==> src/hdl/mblg_pkg.sv <==
package mblg_pkg;

  localparam int GAIN_W     = 15;
  localparam int OUT_W      = 32;
  localparam int REM_W      = 11;
  localparam int DEC_W      = 3;
  localparam int ACC_W      = 34;
  localparam int FRAC_W     = 30;
  localparam int POW_W      = 32;
  localparam int HI_W       = 64;
  localparam int LO_W       = POW_W;
  localparam int RECIP_W    = 31;
  localparam int QUO_W      = 31;
  localparam int P10_W      = 17;
  localparam int MUL_W      = 14;
  localparam int TOT_W      = 48;
  localparam int FRAC_SHIFT = 14;
  localparam int STEP_IDX_W = 4;
  localparam int NUM_STEPS  = 11;

  localparam int GAIN_LIMIT = 9632;
  localparam int DECADE_MB  = 2000;

  localparam logic [POW_W-1:0] Q30_ONE = POW_W'(1) << FRAC_W;

  typedef struct packed {
    logic [ACC_W-1:0]  acc;
    logic [FRAC_W-1:0] frac;
    logic [REM_W-1:0]  rem;
    logic [DEC_W-1:0]  dec;
    logic              neg;
  } mblg_acc_t;

  typedef struct packed {
    logic [TOT_W-1:0] hi;
    logic [MUL_W-1:0] lo;
  } mblg_prod_t;

  // 10^(2^k/2000) in Q30
  function automatic logic [POW_W-1:0] pow_step(input logic [STEP_IDX_W-1:0] k);
    logic [POW_W-1:0] f;
    case (k)
      4'd0:    f = 32'd1074978726;
      4'd1:    f = 32'd1076217054;
      4'd2:    f = 32'd1078697991;
      4'd3:    f = 32'd1083677034;
      4'd4:    f = 32'd1093704174;
      4'd5:    f = 32'd1114037653;
      4'd6:    f = 32'd1155845721;
      4'd7:    f = 32'd1244227712;
      4'd8:    f = 32'd1441782898;
      4'd9:    f = 32'd1935975557;
      4'd10:   f = 32'd3490598276;
      default: f = Q30_ONE;
    endcase
    return f;
  endfunction

  function automatic logic [P10_W-1:0] pow10(input logic [DEC_W-1:0] n);
    logic [P10_W-1:0] p;
    case (n)
      3'd0:    p = 17'd1;
      3'd1:    p = 17'd10;
      3'd2:    p = 17'd100;
      3'd3:    p = 17'd1000;
      3'd4:    p = 17'd10000;
      3'd5:    p = 17'd100000;
      default: p = 17'd1;
    endcase
    return p;
  endfunction

  // floor(2^34 / 10^n); estimate is at most one below the true quotient
  function automatic logic [RECIP_W-1:0] recip10(input logic [DEC_W-1:0] n);
    logic [RECIP_W-1:0] m;
    case (n)
      3'd1:    m = 31'd1717986918;
      3'd2:    m = 31'd171798691;
      3'd3:    m = 31'd17179869;
      3'd4:    m = 31'd1717986;
      3'd5:    m = 31'd171798;
      default: m = '0;
    endcase
    return m;
  endfunction

endpackage

==> src/hdl/mblg_mul_step.sv <==
module mblg_mul_step #(
  parameter int unsigned BIT = 0
) (
  input  logic                clk,
  input  logic                rst_n,
  input  logic                en,
  input  logic                in_valid,
  input  mblg_pkg::mblg_acc_t in_st,
  output logic                out_valid,
  output mblg_pkg::mblg_acc_t out_st
);

  localparam int ACC_W  = mblg_pkg::ACC_W;
  localparam int FRAC_W = mblg_pkg::FRAC_W;
  localparam int POW_W  = mblg_pkg::POW_W;
  localparam int HI_W   = mblg_pkg::HI_W;
  localparam int LO_W   = mblg_pkg::LO_W;
  localparam int HIF_W  = ACC_W + POW_W;
  localparam int LOF_W  = FRAC_W + POW_W;

  logic [POW_W-1:0]           f;
  logic [HIF_W-1:0]           hi_full;
  logic [LOF_W-1:0]           lo_full;
  logic [HI_W-1:0]            hi_nxt;
  logic [LO_W-1:0]            lo_nxt;
  logic [HI_W-1:0]            hi_r;
  logic [LO_W-1:0]            lo_r;
  logic [mblg_pkg::REM_W-1:0] rem_r;
  logic [mblg_pkg::DEC_W-1:0] dec_r;
  logic                       neg_r;
  logic                       va_r;
  logic [HI_W-1:0]            sum;
  mblg_pkg::mblg_acc_t        st_nxt;
  mblg_pkg::mblg_acc_t        st_r;
  logic                       vb_r;

  // a clear bit multiplies by one in Q30, which leaves acc and frac unchanged
  assign f = in_st.rem[BIT] ? mblg_pkg::pow_step(mblg_pkg::STEP_IDX_W'(BIT))
                            : mblg_pkg::Q30_ONE;

  assign hi_full = HIF_W'(in_st.acc) * HIF_W'(f);
  assign lo_full = LOF_W'(in_st.frac) * LOF_W'(f);
  assign hi_nxt  = hi_full[HI_W-1:0];
  assign lo_nxt  = lo_full[LOF_W-1:FRAC_W];

  always_ff @(posedge clk) begin
    if (!rst_n) begin
      va_r <= 1'b0;
      vb_r <= 1'b0;
    end else if (en) begin
      va_r <= in_valid;
      vb_r <= va_r;
    end
  end

  always_ff @(posedge clk) begin
    if (en) begin
      hi_r  <= hi_nxt;
      lo_r  <= lo_nxt;
      rem_r <= in_st.rem;
      dec_r <= in_st.dec;
      neg_r <= in_st.neg;
    end
  end

  always_comb begin
    sum         = hi_r + HI_W'(lo_r);
    st_nxt.acc  = sum[HI_W-1:FRAC_W];
    st_nxt.frac = sum[FRAC_W-1:0];
    st_nxt.rem  = rem_r;
    st_nxt.dec  = dec_r;
    st_nxt.neg  = neg_r;
  end

  always_ff @(posedge clk) begin
    if (en) begin
      st_r <= st_nxt;
    end
  end

  assign out_valid = vb_r;
  assign out_st    = st_r;

endmodule

==> config.mk <==
export PLATFORM = sky130hd
export DESIGN_NAME = mblg_mul_step
export DESIGN_NICKNAME = d
export VERILOG_FILES = /design/src/hdl/mblg_pkg.sv /design/src/hdl/mblg_mul_step.sv
export SDC_FILE = /design/constraint.sdc
export NUM_CORES = 2
export LEC_CHECK = 0
export BUFFER_PORTS_ARGS = -buffer_cell sky130_fd_sc_hd__buf_4
export CAP_MARGIN = 20
export CORE_ASPECT_RATIO = 0.75
export CORE_UTILIZATION = 60
export CTS_CLUSTER_DIAMETER = 120
export DETAILED_ROUTE_END_ITERATION = 6
export PLACE_DENSITY = 0.78
export SYNTH_ARGS = -nofsm -noshare
export SYNTH_HDL_FRONTEND = slang
export SYNTH_SLANG_ARGS = --single-unit
==> constraint.sdc <==
create_clock -name clk -period 8.6 [get_ports clk]
set_input_delay 0.43 -clock clk [delete_from_list [all_inputs] [get_ports clk]]
set_output_delay 0.43 -clock clk [all_outputs]
set_load 0.05 [all_outputs]
Word-level counts from Yosys, hierarchy flattened
Cells that the tools add are included.

Register bits: 192. Logic and storage cells: 16. Input port bits: 83.

Muxes and demuxes: 1. $add $sub $neg: 1. Multiply operators: 2.

Operators by type and width (count): 64-bit by 32-bit adder with 64-bit output (1); 34-bit by 31-bit multiplier with 64-bit output (1); 30-bit by 31-bit multiplier with 61-bit output (1); 21-bit two-way mux (1).

Depth between registers and ports, before layout
Depth in word-level cells: 2. Mapped depth: 31. Depth with buffers taken out: 28.

Worst setup path after synthesis
Ideal clock, no wire load.

Path type: input-to-reg. Start: in in_st[4] in the netlist's numbering. End: reg hi_r[58], data pin. Data arrival time: 7425 ps. Data required time: 8328 ps. Buffers on the path: 3. Cell stages on the path: 28. Setup slack: 904 ps. Cell sequence: clkbuf_1 > buf_1 > nand2_1 > inv_1 > fa_1 > fa_1 > inv_1 > fa_1 > inv_1 > fa_1 > fa_1 > inv_1 > fa_1 > inv_1 > fa_1 > inv_1 > fa_1 > inv_1 > ha_1 > clkbuf_1 > nand4_1 > nor4_1 > o211a_1 > nor2_1 > o41ai_1 > o21ai_1 > o2111ai_1 > o311ai_1.

Word-level cells in the longest chain between the ends: 2.

RTL lines: start: declaration (RTL line mblg_mul_step.sv:8) `input mblg_pkg::mblg_acc_t in_st,`; 21-bit two-way mux (RTL line mblg_mul_step.sv:38) `assign f = in_st.rem[BIT] ? mblg_pkg::pow_step(mblg_pkg::STEP_IDX_W'(BIT))`; 34-bit by 31-bit multiplier with 64-bit output (RTL line mblg_mul_step.sv:41) `assign hi_full = HIF_W'(in_st.acc) * HIF_W'(f);`; net hi_full[58] (RTL line mblg_mul_step.sv:22) `logic [HIF_W-1:0] hi_full;`; end signal: assignment (RTL line mblg_mul_step.sv:58) `hi_r <= hi_nxt;`; end: declaration (RTL line mblg_mul_step.sv:26) `logic [HI_W-1:0] hi_r;`.

The timed path passes the listed nets, and every way through them passes these cells. A chain may end at the register's enable or synchronous reset.

Worst setup path in the final report
Same ends and word-level chain as after synthesis.

==> results by group <==
Run status
  • Status: finished, final reports clean

Setup path
  • Crit-path max FO: 24
  • Crit path launch: in_st[4]
  • Worst EP required: between 8 and 9 ns
  • Worst path slowest cell: fa_1
  • RR Startpoint: hi_r[1]$_DFFE_PP_
  • Slowest cell delay on critical path: approximately 0.55 ns
  • Most frequent cell on the critical path: fa_1
  • CP Class: in -> reg
  • Crit start category: primary input
  • CP arrival: around 8.4 ns
  • Crit end category: register

Logic synthesis
  • Synth Net Count: roughly 4700
  • Post-Synth Simple-Gate Area: 6.71%
  • Mux cell area share after synthesis: 0.0562%
  • Top FF cell, synth: edfxtp_1
  • XOR/XNOR Fraction of Synth Area: around 4.4%
  • Synth Register Bits: between 150 and 200
  • Mean post-synth cell area: between 10 and 15 sq um
  • Compound-cell area share of the yosys netlist: 7.48%
  • Synth Area in Adders: about 56%
  • EDFF count, synth: between 150 and 200
  • Async S/R FF share, synth: 0%
  • Post-Syn Area: between 30000 and 40000 sq um
  • Warnings from Yosys: 0
  • Post-Synthesis Cells: ~3400
  • Seq/Total Area, Yosys: roughly 16%
  • Combinational family with the most area after synthesis: adder cells
  • Netlist cell types: 73

Hold path
  • Hold Path Origin: in_st[3]
  • Worst hold path type: in -> reg

Detailed routing
  • DRT met1 WL: around 44000 microns
  • Routed Antenna Nets: 0
  • Vias: 24300
  • Met2 routed WL: about 36000 microns
  • Total iterations of the first detailed-routing run: 5
  • Vias per Instance: between 5 and 6
  • Top Metal Used: met5
  • Routed WL: 91100 microns
  • DRC viols: 0
  • Met3 wire length: between 10000 and 15000 microns
  • Initial drt markers: between 2000 and 2500
  • Drt wl/cell: between 20 and 25 microns

CTS
  • Num CTS Buffers: 17
  • Clk_lat worst skew: 0.45 ns
  • Max Root-Sink Buffers: 2
  • CTS sink count: between 150 and 200
  • CTS tree: done
  • H-tree depth: 4
  • Reg clk slew, reported paths: around 0.080 ns
  • Root Driver: clkbuf_16

STA
  • Post-route setup TNS: 0 ns
  • Peak Freq: approximately 0.12 GHz
  • Final Skew: between 0.01 and 0.015 ns
  • RSZ-0062 raised after global routing: false
  • Max Slew Vio Count: 0
  • Fin crit share: 94.8%
  • Max_slew headroom: a little over a third
  • Final Setup Violations: 0
  • Worst slew pin tran: ~0.96 ns
  • Hold Fails Final Rpt: 0
  • Final worst setup slack: approximately 0.44 ns
  • Crit path time final: between 8 and 9 ns

Layout
  • Final Cell Area: approximately 39000 sq um
  • Filler instances: ~4600
  • Antenna cells: 0
  • Core Util, Final: between 60 and 70%
  • Area of the multi-input gates: approximately 27000 sq um
  • Area grow syn2layout: 8.19%
  • Nets: approximately 4900
  • Layout cells sized above 1: approximately 7.5%
  • Register area: ~5700 sq um

Placed design
  • Port Buf Inserts: approximately 160
  • Hpwl dp: 81200 microns
  • Place WS: 0.0673 ns
  • Placed cell areas: approximately 38000 sq um
  • Placer Congestion: about 1

Floorplanning
  • # rows: 76
  • Core Area: 58000 sq um
  • Die height: between 200 and 250 microns
  • Initial Util: 61.4%
  • DIE AREA: 60400 sq um
  • Die W: 283 microns
  • Num ports: 163

Global routing
  • Vias in the first global route: between 20000 and 25000
  • First-pass GRT wire length: roughly 140000 microns
  • Total track usage: around 31%
  • Grt total ovfl: 0
  • Antenna violations before repair: 2
  • Largest net degree at the start of global routing: about 120

Flow run
  • Max cap viols: 0
critical path: cells and delay by family:
family	cells	cell delay [ns]
compound gates	5	1.57
fa+ha+maj	9	4.61
buf+inv	8	0.86
simple gates	4	0.88
final cells by class:
type                       count  area share, %
inverter                     832           8.10
timing repair buffer         198           3.92
sequential                   190           14.8
clock inverter                15          0.552
multi-input combinational   2290           69.0
clock buffer                  17           1.10
tap                          780           2.53
cell usage in the layout, fill, tap and decap left out, types with 6 or more instances in the layout:
master	netlist	final
fa_1	591	591
nor3_1	20	20
o21ai_1	10	10
a31oi_1	16	16
xor2_1	82	82
a21boi_0	6	6
nand2_1	131	131
a21o_1	80	80
ha_1	650	650
nand4_1	28	28
edfxtp_1	188	188
clkbuf_16	0	17
and4_1	6	6
nor2_1	67	67
xnor2_1	97	97
o21bai_1	30	30
nor2b_1	18	18
o21ai_0	60	60
or3_1	6	6
inv_1	832	832
and2_1	57	57
o211ai_1	8	8
a211oi_1	9	9
buf_4	0	194
a21oi_1	120	120
and3_1	48	48
o21a_1	13	13
or2_2	15	15
nand3_1	35	35
nand2b_1	12	12
logic make-up (layout without fill, tap and decap cells):
group,Yosys count,in the layout
xor gates and xnor gates,179,179
buffers and inverters,885,1062
muxes,2,2
AOI/OAI and AO/OA,404,404
DFF,190,190
adders and majority gates,1241,1241
and+or+nand+nor,464,464
path summary, 6_finish.rpt:
path                                        endpoint  slack (ns)  depth (start not counted)
worst min register to register  out_st[15]$_DFFE_PP_        0.42                          0
worst max-delay path              hi_r[58]$_DFFE_PP_        0.44                         26
worst max register to register  out_st[72]$_DFFE_PP_        4.46                         14
worst min-delay path              dec_r[2]$_DFFE_PP_        0.15                          1
metrics by stage:
step                      hold WS (ns)  instances
after floorplan                  0.400       3365
after detailed placement         0.406       4289
after CTS                        0.137       4321
after global placement           0.401       4289
final                            0.148       4322
after global routing             0.130       4322
synthesized netlist by cell type, types with 5 or more instances:
cell type,n,area share (%)
nand2b_1,12,0.21
o21ai_0,60,0.84
and4_1,6,0.15
clkbuf_1,49,0.52
nand4_1,28,0.49
a21boi_0,6,0.13
edfxtp_1,188,16
a211oi_1,9,0.19
nor3_1,20,0.28
nand2_1,131,1.4
xor2_1,82,2.0
o21ai_1,10,0.14
or3_1,6,0.11
nand3_1,35,0.49
nor4_1,5,0.088
o211ai_1,8,0.17
xnor2_1,97,2.4
a21oi_1,120,1.7
and3_1,48,0.84
o21bai_1,30,0.63
nor2_1,67,0.71
inv_1,832,8.8
o21a_1,13,0.27
a31oi_1,16,0.28
and2_1,57,1.0
fa_1,591,33
a21o_1,80,1.7
nand3_2,5,0.14
nor2b_1,18,0.32
o2111ai_1,5,0.12
or2_2,15,0.26
ha_1,650,23
timing repair:
item | in CTS | in global routing
gates resized for setup | 0 | 1
setup endpoints to repair | 0 | 2
setup buffers | 0 | 0
hold buffers | 0 | 0
per-layer routing:
metal,GRT usage (%),up-vias
li1,-,11200
met1,49.4,12000
met2,41.9,1035
met3,9.84,58
met4,4.36,2
met5,0,-
flip-flops by register name, indices dropped and copies added (netlist names):
name / cells
neg_r: 1
hi_r: 63
lo_r: 31
out_st: 79
rem_r: 11
va_r: 1
out_valid: 1
dec_r: 3
Power is not shown: default switching activity piles up to over one toggle a cycle in this logic, so the estimate is an artifact.
