**src/hdl/mblg_pkg.sv**
```systemverilog
package mblg_pkg;

  localparam int GAIN_W     = 15;
  localparam int OUT_W      = 32;
  localparam int REM_W      = 11;
  localparam int DEC_W      = 3;
  localparam int ACC_W      = 34;
  localparam int FRAC_W     = 30;
  localparam int POW_W      = 32;
  localparam int HI_W       = 64;
  localparam int LO_W       = POW_W;
  localparam int RECIP_W    = 31;
  localparam int QUO_W      = 31;
  localparam int P10_W      = 17;
  localparam int MUL_W      = 14;
  localparam int TOT_W      = 48;
  localparam int FRAC_SHIFT = 14;
  localparam int STEP_IDX_W = 4;
  localparam int NUM_STEPS  = 11;

  localparam int GAIN_LIMIT = 9632;
  localparam int DECADE_MB  = 2000;

  localparam logic [POW_W-1:0] Q30_ONE = POW_W'(1) << FRAC_W;

  typedef struct packed {
    logic [ACC_W-1:0]  acc;
    logic [FRAC_W-1:0] frac;
    logic [REM_W-1:0]  rem;
    logic [DEC_W-1:0]  dec;
    logic              neg;
  } mblg_acc_t;

  typedef struct packed {
    logic [TOT_W-1:0] hi;
    logic [MUL_W-1:0] lo;
  } mblg_prod_t;

  // 10^(2^k/2000) in Q30
  function automatic logic [POW_W-1:0] pow_step(input logic [STEP_IDX_W-1:0] k);
    logic [POW_W-1:0] f;
    case (k)
      4'd0:    f = 32'd1074978726;
      4'd1:    f = 32'd1076217054;
      4'd2:    f = 32'd1078697991;
      4'd3:    f = 32'd1083677034;
      4'd4:    f = 32'd1093704174;
      4'd5:    f = 32'd1114037653;
      4'd6:    f = 32'd1155845721;
      4'd7:    f = 32'd1244227712;
      4'd8:    f = 32'd1441782898;
      4'd9:    f = 32'd1935975557;
      4'd10:   f = 32'd3490598276;
      default: f = Q30_ONE;
    endcase
    return f;
  endfunction

  function automatic logic [P10_W-1:0] pow10(input logic [DEC_W-1:0] n);
    logic [P10_W-1:0] p;
    case (n)
      3'd0:    p = 17'd1;
      3'd1:    p = 17'd10;
      3'd2:    p = 17'd100;
      3'd3:    p = 17'd1000;
      3'd4:    p = 17'd10000;
      3'd5:    p = 17'd100000;
      default: p = 17'd1;
    endcase
    return p;
  endfunction

  // floor(2^34 / 10^n); estimate is at most one below the true quotient
  function automatic logic [RECIP_W-1:0] recip10(input logic [DEC_W-1:0] n);
    logic [RECIP_W-1:0] m;
    case (n)
      3'd1:    m = 31'd1717986918;
      3'd2:    m = 31'd171798691;
      3'd3:    m = 31'd17179869;
      3'd4:    m = 31'd1717986;
      3'd5:    m = 31'd171798;
      default: m = '0;
    endcase
    return m;
  endfunction

endpackage

```
**src/hdl/mblg_decade.sv**
```systemverilog
module mblg_decade (
  input  logic                                clk,
  input  logic                                rst_n,
  input  logic                                en,
  input  logic                                in_valid,
  input  logic signed [mblg_pkg::GAIN_W-1:0] in_gain,
  output logic                                out_valid,
  output mblg_pkg::mblg_acc_t                 out_st
);

  localparam int W = mblg_pkg::GAIN_W;
  localparam int D = mblg_pkg::DECADE_MB;
  localparam logic signed [W-1:0] POS_LIM = W'(mblg_pkg::GAIN_LIMIT);
  localparam logic signed [W-1:0] NEG_LIM = W'(-mblg_pkg::GAIN_LIMIT);
  localparam logic signed [W-1:0] P1 = W'(D);
  localparam logic signed [W-1:0] P2 = W'(2 * D);
  localparam logic signed [W-1:0] P3 = W'(3 * D);
  localparam logic signed [W-1:0] P4 = W'(4 * D);
  localparam logic signed [W-1:0] P5 = W'(5 * D);
  localparam logic signed [W-1:0] N1 = W'(-D);
  localparam logic signed [W-1:0] N2 = W'(-2 * D);
  localparam logic signed [W-1:0] N3 = W'(-3 * D);
  localparam logic signed [W-1:0] N4 = W'(-4 * D);

  logic signed [W-1:0]          mb;
  logic signed [W-1:0]          off;
  logic signed [W-1:0]          rem_full;
  logic [mblg_pkg::DEC_W-1:0]   dec;
  mblg_pkg::mblg_acc_t          st_nxt;
  mblg_pkg::mblg_acc_t          st_r;
  logic                         valid_r;

  always_comb begin
    mb = in_gain;
    if (in_gain < NEG_LIM) begin
      mb = NEG_LIM;
    end else if (in_gain > POS_LIM) begin
      mb = POS_LIM;
    end

    // count whole decades and bring the gain into 0..1999
    if (mb[W-1]) begin
      if (mb < N4) begin
        dec = 3'd5; off = P5;
      end else if (mb < N3) begin
        dec = 3'd4; off = P4;
      end else if (mb < N2) begin
        dec = 3'd3; off = P3;
      end else if (mb < N1) begin
        dec = 3'd2; off = P2;
      end else begin
        dec = 3'd1; off = P1;
      end
    end else begin
      if (mb >= P4) begin
        dec = 3'd4; off = N4;
      end else if (mb >= P3) begin
        dec = 3'd3; off = N3;
      end else if (mb >= P2) begin
        dec = 3'd2; off = N2;
      end else if (mb >= P1) begin
        dec = 3'd1; off = N1;
      end else begin
        dec = 3'd0; off = '0;
      end
    end
    rem_full = mb + off;

    st_nxt.acc  = mblg_pkg::ACC_W'(mblg_pkg::Q30_ONE);
    st_nxt.frac = '0;
    st_nxt.rem  = rem_full[mblg_pkg::REM_W-1:0];
    st_nxt.dec  = dec;
    st_nxt.neg  = mb[W-1];
  end

  always_ff @(posedge clk) begin
    if (!rst_n) begin
      valid_r <= 1'b0;
    end else if (en) begin
      valid_r <= in_valid;
    end
  end

  always_ff @(posedge clk) begin
    if (en) begin
      st_r <= st_nxt;
    end
  end

  assign out_valid = valid_r;
  assign out_st    = st_r;

`ifndef SYNTHESIS
  a_decade_range: assert property (@(posedge clk) disable iff (!rst_n)
    valid_r |-> (st_r.rem < 11'(mblg_pkg::DECADE_MB)) &&
                ((st_r.neg && st_r.dec != 3'd0 && st_r.dec <= 3'd5) ||
                 (!st_r.neg && st_r.dec <= 3'd4)))
    else $error("decade count or remainder out of range");
`endif

endmodule

```
**config.mk**
```make
export PLATFORM = sky130hd
export DESIGN_NAME = mblg_decade
export DESIGN_NICKNAME = d
export VERILOG_FILES = /design/src/hdl/mblg_pkg.sv /design/src/hdl/mblg_decade.sv
export SDC_FILE = /design/constraint.sdc
export NUM_CORES = 1
export LEC_CHECK = 0
export BUFFER_PORTS_ARGS = -buffer_cell sky130_fd_sc_hd__buf_2
export CORE_MARGIN = 2
export CORE_UTILIZATION = 45
export CTS_BUF_LIST = sky130_fd_sc_hd__clkbuf_16
export DETAILED_ROUTE_END_ITERATION = 12
export GPL_ROUTABILITY_DRIVEN = 1
export MAX_ROUTING_LAYER = met4
export PLACE_DENSITY = 0.81
export SKIP_CTS_REPAIR_TIMING = 1
export SYNTH_ARGS = -nofsm -noshare
export SYNTH_HDL_FRONTEND = slang
export SYNTH_SLANG_ARGS = --single-unit
```
**constraint.sdc**
```tcl
create_clock -name clk -period 4.6 [get_ports clk]
set_clock_uncertainty 0.15 [all_clocks]
set_input_delay 1.15 -clock clk [delete_from_list [all_inputs] [get_ports clk]]
set_output_delay 1.15 -clock clk [all_outputs]
set_load 0.05 [all_outputs]
```
# Word-level counts from Yosys, hierarchy flattened
# Cells that the tools add are included.
# word_totals
ff_bits	16
inputBits	19
out_inout_bits	80
word_cells	35
# classes
muxes	20
n_lt_le_gt_ge	10
n_addsub	1
# op_table
cell	count
2-to-1 mux 11 bit	7
>= comparator 15 x 14 -> 1 bit (second input constant)	2
less-than comparator 15 x 14 -> 1 bit (second input constant)	2
2-to-1 mux 15 bit	2
>= comparator 15 x 12 -> 1 bit (second input constant)	1
>= comparator 15 x 13 -> 1 bit (second input constant)	1
greater-than comparator 15 bit (second input constant)	1
less-than comparator 15 x 12 -> 1 bit (second input constant)	1
less-than comparator 15 x 13 -> 1 bit (second input constant)	1
less-than comparator 15 bit (second input constant)	1
2-to-1 mux 3 bit	4
adder 11 bit	1
2-to-1 mux 2 bit	4
2-to-1 mux 7 bit	1
2-to-1 mux 6 bit	1
2-to-1 mux 1 bit	1

# Logic depth before layout (Yosys ltp)
# depth
word_depth	10
mapped_depth	15
depth_no_buf	14

# Least setup slack after synthesis
# OpenSTA, ideal clock, no wires.
# synth_timing
kind	input -> register
start	in in_gain[6] in the netlist's numbering
end	reg st_r (netlist bit out_st[14]), data pin
required_ps	4188
setup_ps	262
n_path_buf	1
cell_stages	15
path_slack_ps	477
arrival_time_ps	3710
cell_sequence	buf_6 -> nor4b_2 -> nand4_1 -> a41o_4 -> a2111oi_4 -> a211o_2 -> a221oi_1 -> ha_1 -> fa_1 -> a21oi_1 -> nor2_1 -> nor2_1 -> o21bai_1 -> a21oi_1 -> xor2_1
# synth_via
elab_chain_cells	10
word_cells_on_any_way	22
classes_between	add/sub (1); order compare (10); mux (11)
# synth_lines
item	line	source
start: declaration	mblg_decade.sv:6	input logic signed [mblg_pkg::GAIN_W-1:0] in_gain,
greater-than comparator 15 bit	mblg_decade.sv:37	end else if (in_gain > POS_LIM) begin
2-to-1 mux 15 bit	mblg_decade.sv:37	
2-to-1 mux 15 bit *	mblg_decade.sv:35	if (in_gain < NEG_LIM) begin
>= comparator 15 x 12 -> 1 bit / less-than comparator 15 x 12 -> 1 bit (equally long branches)	mblg_decade.sv:61, mblg_decade.sv:49	
2-to-1 mux 6 bit / 2-to-1 mux 7 bit (equally long branches)	mblg_decade.sv:61, mblg_decade.sv:49	
2-to-1 mux 11 bit, on equally long branches	mblg_decade.sv:59, mblg_decade.sv:47	
2-to-1 mux 11 bit, on equally long branches	mblg_decade.sv:57, mblg_decade.sv:45	
2-to-1 mux 11 bit, on equally long branches	mblg_decade.sv:55, mblg_decade.sv:43	
2-to-1 mux 11 bit	mblg_decade.sv:42	if (mb[W-1]) begin
adder 11 bit *	mblg_decade.sv:67	rem_full = mb + off;
named net rem_full[10]	mblg_decade.sv:27	logic signed [W-1:0] rem_full;
end signal: assignment	mblg_decade.sv:86	st_r <= st_nxt;
end: declaration	mblg_decade.sv:30	mblg_pkg::mblg_acc_t st_r;
# The timed path passes the listed nets; every way through them passes the cells marked *.
# A chain may end at the register's enable or synchronous reset.

# Final worst setup path
# layout_timing
start	in in_gain[14] in the netlist's numbering
end	reg st_r (netlist bit out_st[14]), data pin
# Same word-level chain as after synthesis.

==> metrics.yaml <==
clock_network:
  cts_buffers: 3
  cts_max_level: 1
  cts_tree: "built"
  path_clk_slew_ns: 0.04
  clock_latency_ns: 0.24
  root_buffer: "clkbuf_16"
  clockBufferDepth: 2
  cts.sinks: 16
route:
  dr.first_iter.drc_count: 71
  drt-total-wl_um: 3010
  vias_per_cell: 4.54
  remaining_drc_errors: 0
  ant_nets: 0
  avgRoutedWirePerCell_um: 10.9
  first_pass_iters: 4
  vias: 1257
synth:
  synth_cell_types: 47
  yosysSeqAreaShare_pct: 26.8
  synthArstFlopShare_pct: 0
  yosysWarnings: 0
  ys_ff_latch: 16
  avgSynthCellArea_sq_um: 8.87
  syn_inst: 198
  synth-edff-count: 15
  syn_area_sq_um: 1760
  ys.flop_type: "edfxtp_1"
timing:
  hold_violations: 0
  setup_viol: 0
  finalSetupTns_ns: 0
  rsz0062_at_grt: "false"
  final-max-slew-violation-count: 0
  min_period_ns: 4.17
  worst_slack_ns: 0.433
  holdWs_ns: 0.372
  fmax_mhz: 240
  fin_crit_sh_pct: 90.6
layout:
  layout.nets: 256
  synthToLayoutAreaGrowth_pct: 0.498
  layout_commonest_cell: "conb_1"
  layout_common_cells: "conb_1, buf_2, edfxtp_1"
  post_route_cells_drive_above_1_share_pct: 21.8
  multi_input_area_sq_um: 952
  seq_area_sq_um: 470
  fillCellCount: 386
  stdcell_area_sq_um: 1770
  n_antenna_cell: 0
floorplanning:
  dieHeight_um: 66.5
  ios: 99
  core-area_sq_um: 3720
  rows: 22
  start_util_pct: 47.3
  die_width_um: 66.5
  dieArea_sq_um: 4420
pwr:
  ir_drop_uv: 111
  switching_power_uw: 302
  p_leak_nw: 0.846
  p_per_area_nw_per_um2: 373
  p_clk_share_pct: 25.0
  seq_power_share_pct: 28.8
  power_frac_comb_pct: 46.2
  swShare_pct: 45.8
  finalPower_uw: 659
  p_int_uw: 357
placed_design:
  place_hpwl_um: 2480
  pre_cts_ws_ns: 0.197
  numPortBuffers: 34
  gp_congestion: 0.862
  dpl_cell_area_sq_um: 1690
setup_path:
  criticalPathCategory: "in -> reg"
  r2r.worst_path.cells: 2
  critical_path.max_fanout: 10
  required_ns: 4.44
  end_kind: "flop"
  cp_data_arrival_time_ns: 4.00
  cp-start-kind: "input port"
grt:
  grt_max_degree: 17
  grt_pass1_vias: 1018
  grt_pass1_wl_um: 4550
  gr-total-overflow: 0
  antenna_found_initial: 0
  grt_usage_pct: 13.8
worst_hold_path:
  min_path_cells: 2
  hp-class: "reg -> reg"
outcome:
  outcome: "complete, no violations"
job:
  maxCapViolations: 0
[cell families (layout without fill, tap and decap cells)]
kind of cell	after synthesis	in the layout	share of synthesized area, %
adder cells (fa/ha/maj)	7	7	5.41
other	2	64	0.428
multiplexers	1	1	0.570
AO/OA/AOI/OAI	37	37	15.7
AND/OR/NAND/NOR	54	54	16.4
XOR/XNOR	5	5	2.49
buffers and inverters	76	45	32.3
flip-flops	16	16	26.8
[metrics by stage]
| step | utilization, % | std cells |
|---|---|---|
| 4_1_cts | 47.5 | 277 |
| 6_report | 47.5 | 277 |
| 3_3_place_gp | 45.4 | 273 |
| 5_1_grt | 47.5 | 277 |
| 2_1_floorplan | - | 260 |
| 3_5_place_dp | 45.4 | 273 |
[registers in the layout (all words and copies together) (netlist names)]
name       flops
out_valid      1
out_st        15
[routing by layer]
metal,vias up,routed length [um],global-route usage (%)
met3,5,273,0.507
li1,615,-,-
met2,71,1430,22.5
met1,566,1250,17.4
met4,0,57,7.14
met5,-,0,-
[power by group through the flow]
stage / Sequential (mW) / Clock, mW / Combinational [mW]
floorplan: 0.266 / 0 / 0.230
global placement: 0.192 / 0 / 0.300
detailed placement: 0.192 / 0 / 0.303
CTS: 0.190 / 0.169 / 0.303
global route: 0.192 / 0.177 / 0.322
finish: 0.190 / 0.165 / 0.304
[worst paths after layout]
| path | end | start | slack (ns) |
|---|---|---|---|
| min reg2reg | out_valid$_SDFFE_PN0P_ | out_valid$_SDFFE_PN0P_ | 0.37 |
| max | out_st[14]$_DFFE_PP_ | in_gain[14] | 0.43 |
| max reg2reg | out_valid$_SDFFE_PN0P_ | out_valid$_SDFFE_PN0P_ | 3.87 |
| min | out_valid$_SDFFE_PN0P_ | out_valid$_SDFFE_PN0P_ | 0.37 |
[synth_stat cells (all sizes together) (2+ instances only)]
master,number,area [sq um]
ha,6,75.1
o21ai,7,35.0
clkbuf,2,17.5
nand4,2,12.5
inv,5,18.8
nand3,3,15.0
buf,69,531
conb,2,7.51
nand2,14,52.6
a211o,2,18.8
a21o,2,15.0
or2,2,12.5
and2,8,52.6
a211oi,2,15.0
nor4b,2,23.8
a21oi,8,40.0
o21bai,3,22.5
nor2,11,41.3
o211ai,3,22.5
and2b,2,16.3
a31oi,4,25.0
xor2,2,17.5
xnor2,3,26.3
edfxtp,15,450
nor3,4,20.0
a2111oi,2,36.3
[critical path, cell delays in order]
cell,delay [ns]
buf_2,0.20
and2b_2,0.29
o21a_1,0.12
a41o_4,0.27
a2111oi_4,0.31
a211o_2,0.19
a221oi_1,0.10
ha_1,0.25
fa_1,0.40
a21oi_1,0.15
nor2_1,0.06
nor2_1,0.16
o21bai_1,0.08
a21oi_1,0.17
xor2_1,0.09
[layout make-up]
| class | instances | share of cell area [%] |
|---|---|---|
| inverter | 5 | 1.06 |
| tap | 48 | 3.40 |
| multi-input combinational | 168 | 53.9 |
| timing repair buffer | 36 | 10.5 |
| clock buffer | 3 | 4.25 |
| sequential | 16 | 26.6 |
| clock inverter | 1 | 0.213 |
No activity file was read; power rests on OpenSTA's default activity.
