<file path="config.mk">
export PLATFORM = sky130hd
export DESIGN_NAME = mblg_scale
export DESIGN_NICKNAME = d
export VERILOG_FILES = /design/src/hdl/mblg_pkg.sv /design/src/hdl/mblg_scale.sv
export SDC_FILE = /design/constraint.sdc
export NUM_CORES = 2
export LEC_CHECK = 0
export BUFFER_PORTS_ARGS = -buffer_cell sky130_fd_sc_hd__buf_4
export CORE_ASPECT_RATIO = 0.5
export CORE_MARGIN = 1
export CORE_UTILIZATION = 60
export DETAILED_ROUTE_END_ITERATION = 6
export PLACE_DENSITY_LB_ADDON = 0.3
export SLEW_MARGIN = 25
export SYNTH_ARGS = -nofsm -noshare
export SYNTH_HDL_FRONTEND = slang
export SYNTH_SLANG_ARGS = --single-unit
</file>
<file path="constraint.sdc">
create_clock -name clk -period 15.7 [get_ports clk]
set_input_delay 3.925 -clock clk [delete_from_list [all_inputs] [get_ports clk]]
set_output_delay 3.925 -clock clk [all_outputs]
set_load 0.01 [all_outputs]
</file>
<file path="src/hdl/mblg_pkg.sv">
package mblg_pkg;

  localparam int GAIN_W     = 15;
  localparam int OUT_W      = 32;
  localparam int REM_W      = 11;
  localparam int DEC_W      = 3;
  localparam int ACC_W      = 34;
  localparam int FRAC_W     = 30;
  localparam int POW_W      = 32;
  localparam int HI_W       = 64;
  localparam int LO_W       = POW_W;
  localparam int RECIP_W    = 31;
  localparam int QUO_W      = 31;
  localparam int P10_W      = 17;
  localparam int MUL_W      = 14;
  localparam int TOT_W      = 48;
  localparam int FRAC_SHIFT = 14;
  localparam int STEP_IDX_W = 4;
  localparam int NUM_STEPS  = 11;

  localparam int GAIN_LIMIT = 9632;
  localparam int DECADE_MB  = 2000;

  localparam logic [POW_W-1:0] Q30_ONE = POW_W'(1) << FRAC_W;

  typedef struct packed {
    logic [ACC_W-1:0]  acc;
    logic [FRAC_W-1:0] frac;
    logic [REM_W-1:0]  rem;
    logic [DEC_W-1:0]  dec;
    logic              neg;
  } mblg_acc_t;

  typedef struct packed {
    logic [TOT_W-1:0] hi;
    logic [MUL_W-1:0] lo;
  } mblg_prod_t;

  // 10^(2^k/2000) in Q30
  function automatic logic [POW_W-1:0] pow_step(input logic [STEP_IDX_W-1:0] k);
    logic [POW_W-1:0] f;
    case (k)
      4'd0:    f = 32'd1074978726;
      4'd1:    f = 32'd1076217054;
      4'd2:    f = 32'd1078697991;
      4'd3:    f = 32'd1083677034;
      4'd4:    f = 32'd1093704174;
      4'd5:    f = 32'd1114037653;
      4'd6:    f = 32'd1155845721;
      4'd7:    f = 32'd1244227712;
      4'd8:    f = 32'd1441782898;
      4'd9:    f = 32'd1935975557;
      4'd10:   f = 32'd3490598276;
      default: f = Q30_ONE;
    endcase
    return f;
  endfunction

  function automatic logic [P10_W-1:0] pow10(input logic [DEC_W-1:0] n);
    logic [P10_W-1:0] p;
    case (n)
      3'd0:    p = 17'd1;
      3'd1:    p = 17'd10;
      3'd2:    p = 17'd100;
      3'd3:    p = 17'd1000;
      3'd4:    p = 17'd10000;
      3'd5:    p = 17'd100000;
      default: p = 17'd1;
    endcase
    return p;
  endfunction

  // floor(2^34 / 10^n); estimate is at most one below the true quotient
  function automatic logic [RECIP_W-1:0] recip10(input logic [DEC_W-1:0] n);
    logic [RECIP_W-1:0] m;
    case (n)
      3'd1:    m = 31'd1717986918;
      3'd2:    m = 31'd171798691;
      3'd3:    m = 31'd17179869;
      3'd4:    m = 31'd1717986;
      3'd5:    m = 31'd171798;
      default: m = '0;
    endcase
    return m;
  endfunction

endpackage

</file>
<file path="src/hdl/mblg_scale.sv">
module mblg_scale (
  input  logic                 clk,
  input  logic                 rst_n,
  input  logic                 en,
  input  logic                 in_valid,
  input  mblg_pkg::mblg_acc_t  in_st,
  output logic                 out_valid,
  output mblg_pkg::mblg_prod_t out_prod
);

  localparam int ACC_W   = mblg_pkg::ACC_W;
  localparam int FRAC_W  = mblg_pkg::FRAC_W;
  localparam int RECIP_W = mblg_pkg::RECIP_W;
  localparam int QUO_W   = mblg_pkg::QUO_W;
  localparam int P10_W   = mblg_pkg::P10_W;
  localparam int MUL_W   = mblg_pkg::MUL_W;
  localparam int TOT_W   = mblg_pkg::TOT_W;
  localparam int RP_W    = ACC_W + RECIP_W;
  localparam int QD_W    = QUO_W + P10_W;
  localparam int LOF_W   = FRAC_W + MUL_W;

  // divide stage 1: reciprocal product
  logic [RP_W-1:0]      rp_full;
  logic [QUO_W-1:0]     q1_nxt;
  logic [QUO_W-1:0]     q1_r;
  mblg_pkg::mblg_acc_t  st1_r;
  logic                 v1_r;
  // divide stage 2: back-multiply
  logic [QD_W-1:0]      qd_full;
  logic [ACC_W-1:0]     qd2_nxt;
  logic [ACC_W-1:0]     qd2_r;
  logic [QUO_W-1:0]     q2_r;
  mblg_pkg::mblg_acc_t  st2_r;
  logic                 v2_r;
  // divide stage 3: correction
  logic [ACC_W-1:0]     rem_w;
  logic [ACC_W-1:0]     divisor;
  logic                 fix;
  logic [QUO_W-1:0]     q_fix;
  mblg_pkg::mblg_acc_t  st3_nxt;
  mblg_pkg::mblg_acc_t  st3_r;
  logic                 v3_r;
  // decade multiply
  logic [MUL_W-1:0]     mulv;
  logic [TOT_W-1:0]     hi_full;
  logic [LOF_W-1:0]     lo_full;
  mblg_pkg::mblg_prod_t prod_nxt;
  mblg_pkg::mblg_prod_t prod_r;
  logic                 v4_r;

  assign rp_full = RP_W'(in_st.acc) * RP_W'(mblg_pkg::recip10(in_st.dec));
  assign q1_nxt  = rp_full[RP_W-1:ACC_W];

  assign qd_full = QD_W'(q1_r) * QD_W'(mblg_pkg::pow10(st1_r.dec));
  assign qd2_nxt = qd_full[ACC_W-1:0];

  always_comb begin
    rem_w   = st2_r.acc - qd2_r;
    divisor = ACC_W'(mblg_pkg::pow10(st2_r.dec));
    fix     = rem_w >= divisor;
    q_fix   = q2_r + QUO_W'(fix);
    st3_nxt = st2_r;
    // positive gains skip the divide
    if (st2_r.neg) begin
      st3_nxt.acc = ACC_W'(q_fix);
    end
  end

  always_comb begin
    mulv        = st3_r.neg ? MUL_W'(1) : MUL_W'(mblg_pkg::pow10(st3_r.dec));
    hi_full     = TOT_W'(st3_r.acc) * TOT_W'(mulv);
    lo_full     = LOF_W'(st3_r.frac) * LOF_W'(mulv);
    prod_nxt.hi = hi_full;
    prod_nxt.lo = lo_full[LOF_W-1:FRAC_W];
  end

  always_ff @(posedge clk) begin
    if (!rst_n) begin
      v1_r <= 1'b0;
      v2_r <= 1'b0;
      v3_r <= 1'b0;
      v4_r <= 1'b0;
    end else if (en) begin
      v1_r <= in_valid;
      v2_r <= v1_r;
      v3_r <= v2_r;
      v4_r <= v3_r;
    end
  end

  always_ff @(posedge clk) begin
    if (en) begin
      q1_r   <= q1_nxt;
      st1_r  <= in_st;
      qd2_r  <= qd2_nxt;
      q2_r   <= q1_r;
      st2_r  <= st1_r;
      st3_r  <= st3_nxt;
      prod_r <= prod_nxt;
    end
  end

  assign out_valid = v4_r;
  assign out_prod  = prod_r;

`ifndef SYNTHESIS
  a_div_corrected: assert property (@(posedge clk) disable iff (!rst_n)
    (v2_r && st2_r.neg) |-> (rem_w < (divisor << 1)))
    else $error("reciprocal quotient off by more than one");
`endif

endmodule

</file>
# Yosys cells after proc, flatten, opt, wreduce, memory -nomap -nowiden
# Cells that the tools add are included.
word_totals:
  regBits: 366
  out_inout_bits: 63
op_classes:
  addsub: 2
  mul: 4
  magnitude_cmp: 1
  eq_ne: 20
  n_mux: 6
ops:
  columns: ["op", "n"]
  rows:
  - ["one-hot mux 17 bit (5 select lines)", 2]
  - ["one-hot mux 31 bit (5 select lines)", 1]
  - ["one-hot mux 14 bit (5 select lines)", 1]
  - ["multiplier 34 x 31 -> 65 bit", 1]
  - ["multiplier 34 x 14 -> 48 bit", 1]
  - ["multiplier 30 x 14 -> 44 bit", 1]
  - ["greater-or-equal comparator 34 x 17 -> 1 bit", 1]
  - ["multiplier 31 x 17 -> 34 bit", 1]
  - ["subtractor 34 bit", 1]
  - ["adder 31 x 1 -> 31 bit", 1]
  - ["two-way mux 31 bit", 1]
  - ["== test 3 x 2 -> 1 bit, second input constant", 8]
  - ["== test 3 bit, second input constant", 8]
  - ["two-way mux 14 bit", 1]
  - ["== test 3 x 1 -> 1 bit, second input constant", 4]

# Logic depth before layout (Yosys ltp)
depth:
  word_depth: 5
  depth_mapped: 34
  mapped_depth_nobuf: 31

# Least setup slack after synthesis
# OpenSTA, ideal clock, no wires.
synth_path:
  path_type: "input to register"
  startpoint: "in in_st[2] (netlist name)"
  endpoint: "reg q1_r[29], data pin"
  setup_time_ps: 259
  t_arrival_ps: 11900
  required_time_ps: 15441
  setup_slack_ps: 3541
  path_stages: 29
  n_path_buf: 4
  path_cell_list: "clkbuf_1 nor2b_1 clkbuf_1 buf_1 buf_1 nand2_1 o21ai_0 fa_1 fa_1 fa_1 inv_1 fa_1 inv_1 fa_1 fa_1 fa_1 fa_1 ha_1 nand4_1 or2_1 nor3_1 nand3_1 a2111o_1 a311oi_1 nor2_1 a2bb2oi_1 nand2b_1 a41oi_1 xnor2_1"
synth_via:
  elab_chain_len: 3
synth_lines:
  columns: ["item", "line_no", "text"]
  rows:
  - ["from (decl)", "mblg_scale.sv:6", "input mblg_pkg::mblg_acc_t in_st,"]
  - ["== test 3 bit (tied with other cells)", "mblg_pkg.sv:76", "case (n)"]
  - ["one-hot mux 31 bit (5 select lines) *", "mblg_pkg.sv:76", null]
  - ["multiplier 34 x 31 -> 65 bit *", "mblg_scale.sv:51", "assign rp_full = RP_W'(in_st.acc) * RP_W'(mblg_pkg::recip10(in_st.dec));"]
  - ["net rp_full[63]", "mblg_scale.sv:23", "logic [RP_W-1:0] rp_full;"]
  - ["to (signal assigned)", "mblg_scale.sv:93", "q1_r <= q1_nxt;"]
  - ["to (decl)", "mblg_scale.sv:25", "logic [QUO_W-1:0] q1_r;"]
# The timed path passes the listed nets; every way through them passes the cells marked *.
# A chain may end at the register's enable or synchronous reset.

# Worst setup path in the final report
layout_path:
  startpoint: "in in_st[1] (netlist name)"
  endpoint: "reg q1_r[29], data pin"
# The elaborated chain is that of the path after synthesis.

==> flow_metrics.env <==
export IMPL_overflow=0
export IMPL_dpl_worst_slack_ns=1.59
export IMPL_port_buffers=134
export IMPL_setup_violations=0
export IMPL_setup_ws_ns=1.98
export IMPL_placementRows=93
export IMPL_fin_crit_ns=13.72
export IMPL_cp_required_ns=16.07
export IMPL_cts_made_buffers=40
export IMPL_synth_seq_cells=366
export IMPL_die_w_um=516
export IMPL_crit_type="input pin to flip-flop"
export IMPL_post_cts_buffers=0
export IMPL_hpwl_um=165000
export IMPL_peakVddDrop_mv=0.259
export IMPL_firstDrtPassIters=6
export IMPL_num_vias=53700
export IMPL_wl_per_cell_um=20.8
export IMPL_floorplan_initialDensity=0.610
export IMPL_fp_dieH_um=259
export IMPL_rsz0062_at_grt="no"
export IMPL_insertion_delay_ns=0.62
export IMPL_synth_top_area_share=0.435
export IMPL_h_tree_depth=2
export IMPL_crit_top_cell="fa_1"
export IMPL_drv_slew=0
export IMPL_synth_fp_nets=10500
export IMPL_setup_tns_ns=0
export IMPL_fin_worst_skew_ns=0.0322
export IMPL_tightest_slew_ns=1.05
export IMPL_place_gp_congestion=0.990
export IMPL_async_reset_ff_frac=0
export IMPL_synth_ff_type="edfxtp_1"
export IMPL_ys_seq_area_frac=0.138
export IMPL_seqPwrFrac=0.134
export IMPL_drive_above_1_share=0.0402
export IMPL_max_cap_violations=0
export IMPL_post_cts_resized=0
export IMPL_start_kind="input pin"
export IMPL_core_um2=130000
export IMPL_antenna_found_initial=4
export IMPL_slowest_stage="nor3_1"
export IMPL_path_buf_inv=5
export IMPL_fmax_mhz=72.9
export IMPL_drt_total_wl_um=201000
export IMPL_cts_tree="built"
export IMPL_viasPerCell=5.55
export IMPL_grt_pass1_wl_um=319000
export IMPL_top_level_ports=146
export IMPL_grt_max_degree=120
export IMPL_grt_pass1_vias=57000
export IMPL_fin_nets=10400
export IMPL_detail_route_antenna_nets=0
export IMPL_syn_area_per_cell_um2=9.94
export IMPL_cp_top_family="adder cells"
export IMPL_fill_cells=10400
export IMPL_finalHoldViolCount=0
export IMPL_combPwrFrac=0.802
export IMPL_dieArea_um2=134000
export IMPL_period_share=0.874
export IMPL_synth_edf_count=362
export IMPL_end_kind="flip-flop"
export IMPL_syn_cell_area_um2=79200
export IMPL_ctsRootBufferMaster="clkbuf_16"
export IMPL_netSwitchingPower_mw=7.59
export IMPL_synth_top_area_cell="fa_1"
export IMPL_slew_headroom=0.296
export IMPL_p_sw_frac=0.513
export IMPL_grt_util_all_layers=0.314
export IMPL_synth_cell_types=84
export IMPL_slowest_delay_ns=0.65
export IMPL_critical_path_arrival_ns=14.09
export IMPL_cts_sinks=366
export IMPL_power_internal_mw=7.20
export IMPL_leakage_nw=43.1
export IMPL_clockBufferDepth=3
export IMPL_p_clk_frac=0.064
export IMPL_status="finished clean"
export IMPL_synthCells=7968
export IMPL_worstHoldPathType="flip-flop to flip-flop"
export IMPL_drtIter0Drc=4437
export IMPL_p_per_area_nw_per_um2=178
export IMPL_syn2layout_area_growth_pct=4.82
export IMPL_drc_errors=0
export IMPL_yosysWarnings=0
export IMPL_synthTopCellsByArea="fa_1, edfxtp_1, ha_1"
export IMPL_worstPathMaxFanout=26
export IMPL_holdBufCountCts=0
export IMPL_clk_pin_slew_ns=0.07
==> sequential cells by signal (all words and copies together), names as in the netlist <==
| name | count |
|---|---|
| st2_r | 68 |
| v3_r | 1 |
| qd2_r | 34 |
| q1_r | 31 |
| v1_r | 1 |
| out_prod | 62 |
| q2_r | 31 |
| out_valid | 1 |
| st3_r | 68 |
| st1_r | 68 |
| v2_r | 1 |
==> power groups by stage <==
| stage | sequential, mW | clock, mW | combinational (mW) |
|---|---|---|---|
| 3_5_place_dp | 1.99 | 0 | 11.6 |
| 2_1_floorplan | 1.77 | 0 | 8.54 |
| 5_1_grt | 2.00 | 1.01 | 13.3 |
| 4_1_cts | 1.97 | 0.972 | 11.8 |
| 6_report | 1.99 | 0.949 | 11.9 |
| 3_3_place_gp | 1.98 | 0 | 11.3 |
==> metal layers <==
layer  share of wire  vias up  track usage
li1                -    23700            -
met5               0        -            0
met4           0.031        0       0.0936
met2            0.45     2323        0.491
met3            0.11      401       0.0787
met1            0.41    27300        0.435
==> logic make-up after synthesis <==
kind of cell,after synthesis,share of synthesized area
adder cells (fa/ha/maj),2473,0.554
buffers and inverters,2309,0.110
AND/OR/NAND/NOR,2052,0.129
AO/OA/AOI/OAI,570,0.0461
flip-flops,366,0.138
XOR/XNOR,191,0.0211
multiplexers,7,0.000901
==> cell usage after synthesis, types with 35 or more instances <==
cell type,n
a21o_1,94
a21oi_1,169
o21ai_0,116
edfxtp_1,362
nand3_1,54
or2_2,38
xnor2_1,129
clkbuf_1,285
xor2_1,62
nor2_1,221
o21a_1,35
and2_1,752
nand2b_1,47
inv_1,2000
nand2_1,795
fa_1,1722
ha_1,748
==> final cells by class <==
| class | count | area, µm² | area share |
|---|---|---|---|
| multi-input cells | 5293 | 59700 | 0.719 |
| flip-flops and latches | 366 | 11000 | 0.132 |
| inverters | 2001 | 7510 | 0.0905 |
| well taps | 1757 | 2200 | 0.0265 |
| repair buffers | 176 | 1330 | 0.0160 |
| clock buffers | 45 | 1040 | 0.0125 |
| clock inverters | 24 | 250 | 0.00302 |
| diodes | 3 | 7.51 | 0.0000905 |
==> stage by stage <==
step | cell area [µm²] | hold slack, ns | util | cells | power, mW
finish | 83000 | 0.412 | 0.640 | 9665 | 14.8
global route | 83000 | 0.412 | 0.640 | 9663 | 16.3
CTS | 83000 | 0.409 | 0.640 | 9662 | 14.7
detailed placement | 81700 | 0.405 | 0.630 | 9593 | 13.6
global placement | 81700 | 0.401 | 0.630 | 9593 | 13.3
floorplan | 79200 | 0.400 | - | 7968 | 10.3
==> worst paths after layout <==
kind                                          start                      to  slack, ns  cells after the start
worst min register to register  st1_r[55]$_DFFE_PP_     st2_r[55]$_DFFE_PP_       0.41                      0
worst max register to register   st3_r[3]$_DFFE_PP_  out_prod[13]$_DFFE_PP_       6.05                     31
worst min-delay path            st1_r[55]$_DFFE_PP_     st2_r[55]$_DFFE_PP_       0.41                      0
worst max-delay path                       in_st[1]      q1_r[29]$_DFFE_PP_       1.98                     29
==> cell usage in the layout, fill, tap and decap left out, types with 38 or more instances in the layout <==
cell type and n:
xnor2_1 128, ha_1 747, edfxtp_1 362, and2_1 752, o21ai_0 113, xor2_1 62, a21oi_1 164, nand3_1 54
nand2_1 795, or2_2 38, buf_4 175, fa_1 1722, a21o_1 94, inv_1 1999, nand2b_1 46, nor2_1 212
clkbuf_16 41
Power figures use the tool's default switching activity.
